### src/rtl/aopf_pkg.sv
package aopf_pkg;

  localparam int Channels   = 32;
  localparam int MaxResults = 32;
  localparam int QueueDepth = 2;
  localparam int QPtrW      = (QueueDepth > 1) ? $clog2(QueueDepth) : 1;

  localparam logic [31:0] UsPerMs = 32'd1000;

  localparam logic [15:0] RstTimeoutMs = 16'd500;
  localparam logic [5:0]  RstOutputs   = 6'd32;
  localparam logic [15:0] RstFloor     = 16'd500;
  localparam logic [15:0] RstCeiling   = 16'd2500;
  localparam logic [15:0] RstThreshold = 16'd1500;

  typedef enum logic [1:0] {
    OP_COMMAND = 2'd0,
    OP_TICK    = 2'd1,
    OP_SETUP   = 2'd2,
    OP_UNUSED  = 2'd3
  } opcode_e;

  typedef enum logic [1:0] {
    KIND_DISABLED = 2'd0,
    KIND_PWM      = 2'd1,
    KIND_ONOFF    = 2'd2,
    KIND_PULSE    = 2'd3
  } kind_e;

  typedef enum logic [2:0] {
    REG_TIMEOUT   = 3'd0,
    REG_OUTPUTS   = 3'd1,
    REG_FLOOR     = 3'd2,
    REG_CEILING   = 3'd3,
    REG_THRESHOLD = 3'd4
  } cfg_reg_e;

  typedef struct packed {
    opcode_e            op;
    logic [31:0]        now_us;
    logic [7:0]         chan_id;
    logic signed [15:0] cmd_value;
    logic               command_is_pwm;
    kind_e              setup_kind;
    logic [15:0]        setup_on_width;
    logic [15:0]        setup_off_width;
    logic [15:0]        setup_safe_width;
    logic               setup_safe_on;
    logic [15:0]        setup_pulse_ms;
    logic               setup_restart;
  } item_t;

  typedef struct packed {
    logic [15:0] timeout_ms;
    logic [5:0]  outputs;
    logic [15:0] pwm_floor;
    logic [15:0] pwm_ceiling;
    logic [15:0] on_threshold;
  } cfg_t;

  typedef struct packed {
    logic [15:0] on_w;
    logic [15:0] off_w;
    logic [15:0] safe_w;
    kind_e       kind;
    logic        safe_on;
    logic        restart;
    logic [15:0] pulse_ms;
    logic        in_on;
    logic        running;
    logic        wait_off;
    logic [31:0] start;
  } row_t;

  typedef struct packed {
    logic [4:0]  ch;
    logic [15:0] width;
  } res_t;

  typedef struct packed {
    logic  valid;
    item_t item;
  } qhead_t;

endpackage

### src/rtl/aopf_front.sv
module aopf_front (
  input  logic                 clk_i,
  input  logic                 rst_ni,
  input  logic                 s_axis_tvalid,
  output logic                 s_axis_tready,
  input  logic [127:0]         s_axis_tdata,
  input  logic [1:0]           s_axis_tuser,
  output aopf_pkg::qhead_t     head_o,
  input  logic                 pop_i
);

  aopf_pkg::item_t           mem_q [aopf_pkg::QueueDepth];
  logic [aopf_pkg::QPtrW-1:0] wr_ptr_q, rd_ptr_q;
  logic [aopf_pkg::QPtrW:0]   cnt_q;
  aopf_pkg::item_t           in_item;
  logic                      push, pop;

  always_comb begin
    in_item.op               = aopf_pkg::opcode_e'(s_axis_tuser);
    in_item.now_us           = s_axis_tdata[31:0];
    in_item.chan_id          = s_axis_tdata[39:32];
    in_item.cmd_value        = s_axis_tdata[55:40];
    in_item.command_is_pwm   = s_axis_tdata[56];
    in_item.setup_kind       = aopf_pkg::kind_e'(s_axis_tdata[58:57]);
    in_item.setup_on_width   = s_axis_tdata[74:59];
    in_item.setup_off_width  = s_axis_tdata[90:75];
    in_item.setup_safe_width = s_axis_tdata[106:91];
    in_item.setup_safe_on    = s_axis_tdata[107];
    in_item.setup_pulse_ms   = s_axis_tdata[123:108];
    in_item.setup_restart    = s_axis_tdata[124];
  end

  assign s_axis_tready = (cnt_q != (aopf_pkg::QPtrW+1)'(aopf_pkg::QueueDepth));
  // drop unused opcodes here, they never reach the back end
  assign push = s_axis_tvalid && s_axis_tready && (in_item.op != aopf_pkg::OP_UNUSED);
  assign pop  = pop_i && (cnt_q != '0);

  assign head_o.valid = (cnt_q != '0);
  assign head_o.item  = mem_q[rd_ptr_q];

  always_ff @(posedge clk_i) begin
    if (push) begin
      mem_q[wr_ptr_q] <= in_item;
    end
  end

  always_ff @(posedge clk_i or negedge rst_ni) begin
    if (!rst_ni) begin
      wr_ptr_q <= '0;
      rd_ptr_q <= '0;
      cnt_q    <= '0;
    end else begin
      if (push) begin
        wr_ptr_q <= (wr_ptr_q == (aopf_pkg::QPtrW)'(aopf_pkg::QueueDepth - 1)) ? '0
                  : wr_ptr_q + 1'b1;
      end
      if (pop) begin
        rd_ptr_q <= (rd_ptr_q == (aopf_pkg::QPtrW)'(aopf_pkg::QueueDepth - 1)) ? '0
                  : rd_ptr_q + 1'b1;
      end
      if (push && !pop) begin
        cnt_q <= cnt_q + 1'b1;
      end else if (pop && !push) begin
        cnt_q <= cnt_q - 1'b1;
      end
    end
  end

endmodule

### config.mk
export PLATFORM = sky130hd
export DESIGN_NAME = aopf_front
export DESIGN_NICKNAME = d
export VERILOG_FILES = /design/src/rtl/aopf_pkg.sv /design/src/rtl/aopf_front.sv
export SDC_FILE = /design/constraint.sdc
export NUM_CORES = 1
export LEC_CHECK = 0
export BUFFER_PORTS_ARGS = -buffer_cell sky130_fd_sc_hd__clkbuf_2
export CAP_MARGIN = 15
export CORE_MARGIN = 2
export CORE_UTILIZATION = 25
export DETAILED_ROUTE_END_ITERATION = 7
export SLEW_MARGIN = 20
export SYNTH_ARGS = -nofsm -noshare
export SYNTH_HDL_FRONTEND = slang
export SYNTH_SLANG_ARGS = --single-unit
### constraint.sdc
create_clock -name clk_i -period 9.09 [get_ports clk_i]
set_clock_uncertainty 0.2 [all_clocks]
set_input_delay 1.3635 -clock clk_i [delete_from_list [all_inputs] [get_ports clk_i]]
set_output_delay 1.3635 -clock clk_i [all_outputs]
set_load 0.02 [all_outputs]
==> impl_results.md <==
- Final Critical Period: 4352 ps
- DRC violations left: 0
- Endpoints failing hold: 0
- Synth warn: 0
- Largest net degree at the start of global routing: 79
- MaxCap Viol Count: 0
- Comb pwr share: 29.8%
- Commonest cells in the netlist: edfxtp_1, mux2_2, clkbuf_8, buf_6, dfrtp_1
- Sw Share: 31.87%
- Setup TNS Final: 0 ps
- Antenna violations before repair: 1
- Final core utilization: 32.41%
- Post-synthesis mux area share: 15.15%
- CP endpoint kind: primary output
- Synth Area in Adders: 0.1325%
- Syn_nets: 550
- Clk pwr share: 27.3%
- Pwr/cell area: 317.2 nW/µm²
- Tightest Pin Transition: 1000 ps
- Core area: 37400 µm²
- Compound-Gate Fraction of Synth Area: 0%
- Remaining antenna violation count after routing: 0
- Mapped Cells: 415
- Die area: 39330 µm²
- P_sw: 0.001225 W
- Die Width: 198.3 µm
- Lkg Pwr: 4.464 nW
- Starting DRT DRC Count: 162
- Maximum VDD drop: 174.5 µV
- Antenna Cells: 0
- Top cell type's share of synthesized area: 80.80%
- Post-synth top area cell: edfxtp_1
- Share of cells above drive strength 1: 60.39%
- First-pass GRT wire length: 27370 µm
- CTS tree: done
- Setup WS post-layout: 4738 ps
- # IOs: 263
- Yosys reg bits: 258
- Worst Hold Class: register to register
- Crit path DAT: 2790 ps
- Drt wl/cell: 15.17 µm
- Dpl ws: 4839 ps
- H-tree levels: 1
- DRT Wirelength: 18620 µm
- Multi-input logic area: 1538 µm²
- Worst-path fanout max: 78
- Cts repair resizes: 0
- Iteration count of the initial detailed-routing pass: 4
- EDFF count, synth: 254
- WP data required: 7530 ps
- Port Buffers: 259
- Status: complete, no violations
- Initial core utilization: 25.24%
- Die H: 198.3 µm
- Max-slew violations: 0
- Main combinational cell family by area after synthesis: multiplexers
- # rows: 71
- Unique cell type count in the Yosys netlist: 14
- Internal power: 0.002619 W
- Global Route Usage Sum: 9.032%
- Register area: 7731 µm²
- Vias in the first global route: 4864
- CTS Buffer Depth: 3
- Vias post-DR: 4748
- Clk Latency, worst-skew pair: 540 ps
- Synth area leaders: edfxtp_1, mux2_2, clkbuf_8
- Cell with the most instances after synthesis: edfxtp_1
- Post-synthesis xor/xnor area fraction: 0.4639%
- Async S/R FF share, synth: 1.550%
- Filler cell count: 3666
- Sink Count: 258
- # nets final: 831
- CTS buffer count: 28
- Clock Pin Slew Worst Setup and Hold Paths: 60 ps
- Synth Area in Simple Gates: 0.3844%
- Area Overhead vs Synth: 28.39%
- Clock Root Buffer: clkbuf_16
- Syn Area/Cell: 22.75 µm²
- Setup violators final: 0
- Post-CTS repair timing setup buffer count: 0
- Synth Flop Type: edfxtp_1
- Fmax: 229.8 MHz
- Power Total: 0.003845 W
- Max-slew headroom: 33.33%
- Crit start category: register
- Unrepaired setup endpoints after global routing: false
- Part of the power in registers: 42.9%
- Hpwl dp: 12060 µm
- Post-synthesis sequential area ratio: 81.86%
- # hold bufs at CTS: 0
- Crit path kind: register to primary output
- Routability congestion estimate from global placement: 0.6718
- Vias per cell: 3.866
- Grt total ovfl: 0
- Fin crit share: 47.88%
- Mapped cell area: 9440 µm²
-- layout make-up --
cell class                 instances  share of cell area [%]
tap                              511                   5.275
inverter                           2                 0.06194
sequential                       258                   63.79
timing repair buffer             265                   11.10
clock inverter                     9                  0.3716
clock buffer                      42                   6.720
multi-input combinational        141                   12.69
-- cell families after synthesis --
logic type                 after synthesis
muxes                                  127
buffers and inverters                   16
DFF                                    258
xor gates and xnor gates                 5
adders and majority gates                1
and+or+nand+nor                          8
-- worst max-delay path: stages (launching register included) --
cell	delay [ps]
dfrtp_4	880
buf_6	670
mux2_2	420
clkbuf_2	180
-- registers in the layout, indices dropped and copies added (netlist names) --
signal,flops
cnt_q,2
rd_ptr_q,1
wr_ptr_q,1
mem_q,254
-- placed cells by master (no fill, tap or decap) --
cell | Yosys | layout
clkbuf_2 | 0 | 259
edfxtp_1 | 254 | 254
mux2_2 | 127 | 127
clkbuf_16 | 0 | 29
clkbuf_1 | 0 | 9
clkinv_1 | 0 | 5
buf_4 | 0 | 5
clkbuf_8 | 10 | 4
xnor2_1 | 3 | 3
dfrtp_1 | 4 | 3
nand2_1 | 2 | 2
inv_1 | 2 | 2
nor2_4 | 0 | 2
xor2_1 | 2 | 2
clkinv_2 | 0 | 2
nand2b_1 | 1 | 1
nand3_1 | 1 | 1
or2_2 | 1 | 1
nor2_1 | 3 | 1
ha_1 | 1 | 1
inv_6 | 0 | 1
clkinvlp_4 | 0 | 1
buf_6 | 4 | 1
dfrtp_4 | 0 | 1
-- path summary, 6_finish.rpt --
check	start	cells after the start	endpoint	slack, ps
worst max-delay path	rd_ptr_q	3	head_o[23]	4740
worst min-delay path	cnt_q[1]	1	cnt_q[1]	290
worst max register to register	cnt_q[0]	5	mem_q[1][53]	5950
worst min register to register	cnt_q[1]	1	cnt_q[1]	290
max in group asynchronous	rst_ni	1	rd_ptr_q	8130
min in group asynchronous	rst_ni	1	rd_ptr_q	420
-- metal layers --
| metal | share of wire [%] | vias up | wire, µm | track usage [%] |
|---|---|---|---|---|
| met1 | 40 | 2330 | 7402 | 10.50 |
| met4 | 2.8 | 2 | 522 | 3.425 |
| met5 | 0.064 | - | 12 | 0 |
| met3 | 10 | 42 | 1857 | 3.918 |
| met2 | 47 | 161 | 8828 | 14.72 |
| li1 | - | 2213 | - | - |
-- metrics by stage --
| stage | cells | area (µm²) | hold WS (ps) |
|---|---|---|---|
| detailed placement | 1177 | 11260 | 279.5 |
| floorplan | 415 | 9440 | 255.9 |
| finish | 1228 | 12120 | 293.6 |
| global placement | 1177 | 11260 | 279.1 |
| CTS | 1228 | 12120 | 291.4 |
| global route | 1228 | 12120 | 307.8 |
-- power groups by stage --
stage / combinational (W) / clock [W] / sequential, W
floorplan: 0.000876 / 0 / 0.00166
global placement: 0.00117 / 0 / 0.00167
detailed placement: 0.00117 / 0 / 0.00168
CTS: 0.00118 / 0.00110 / 0.00166
global route: 0.00123 / 0.00114 / 0.00167
finish: 0.00114 / 0.00105 / 0.00165
Note: power is estimated with default switching activity, not from simulation.
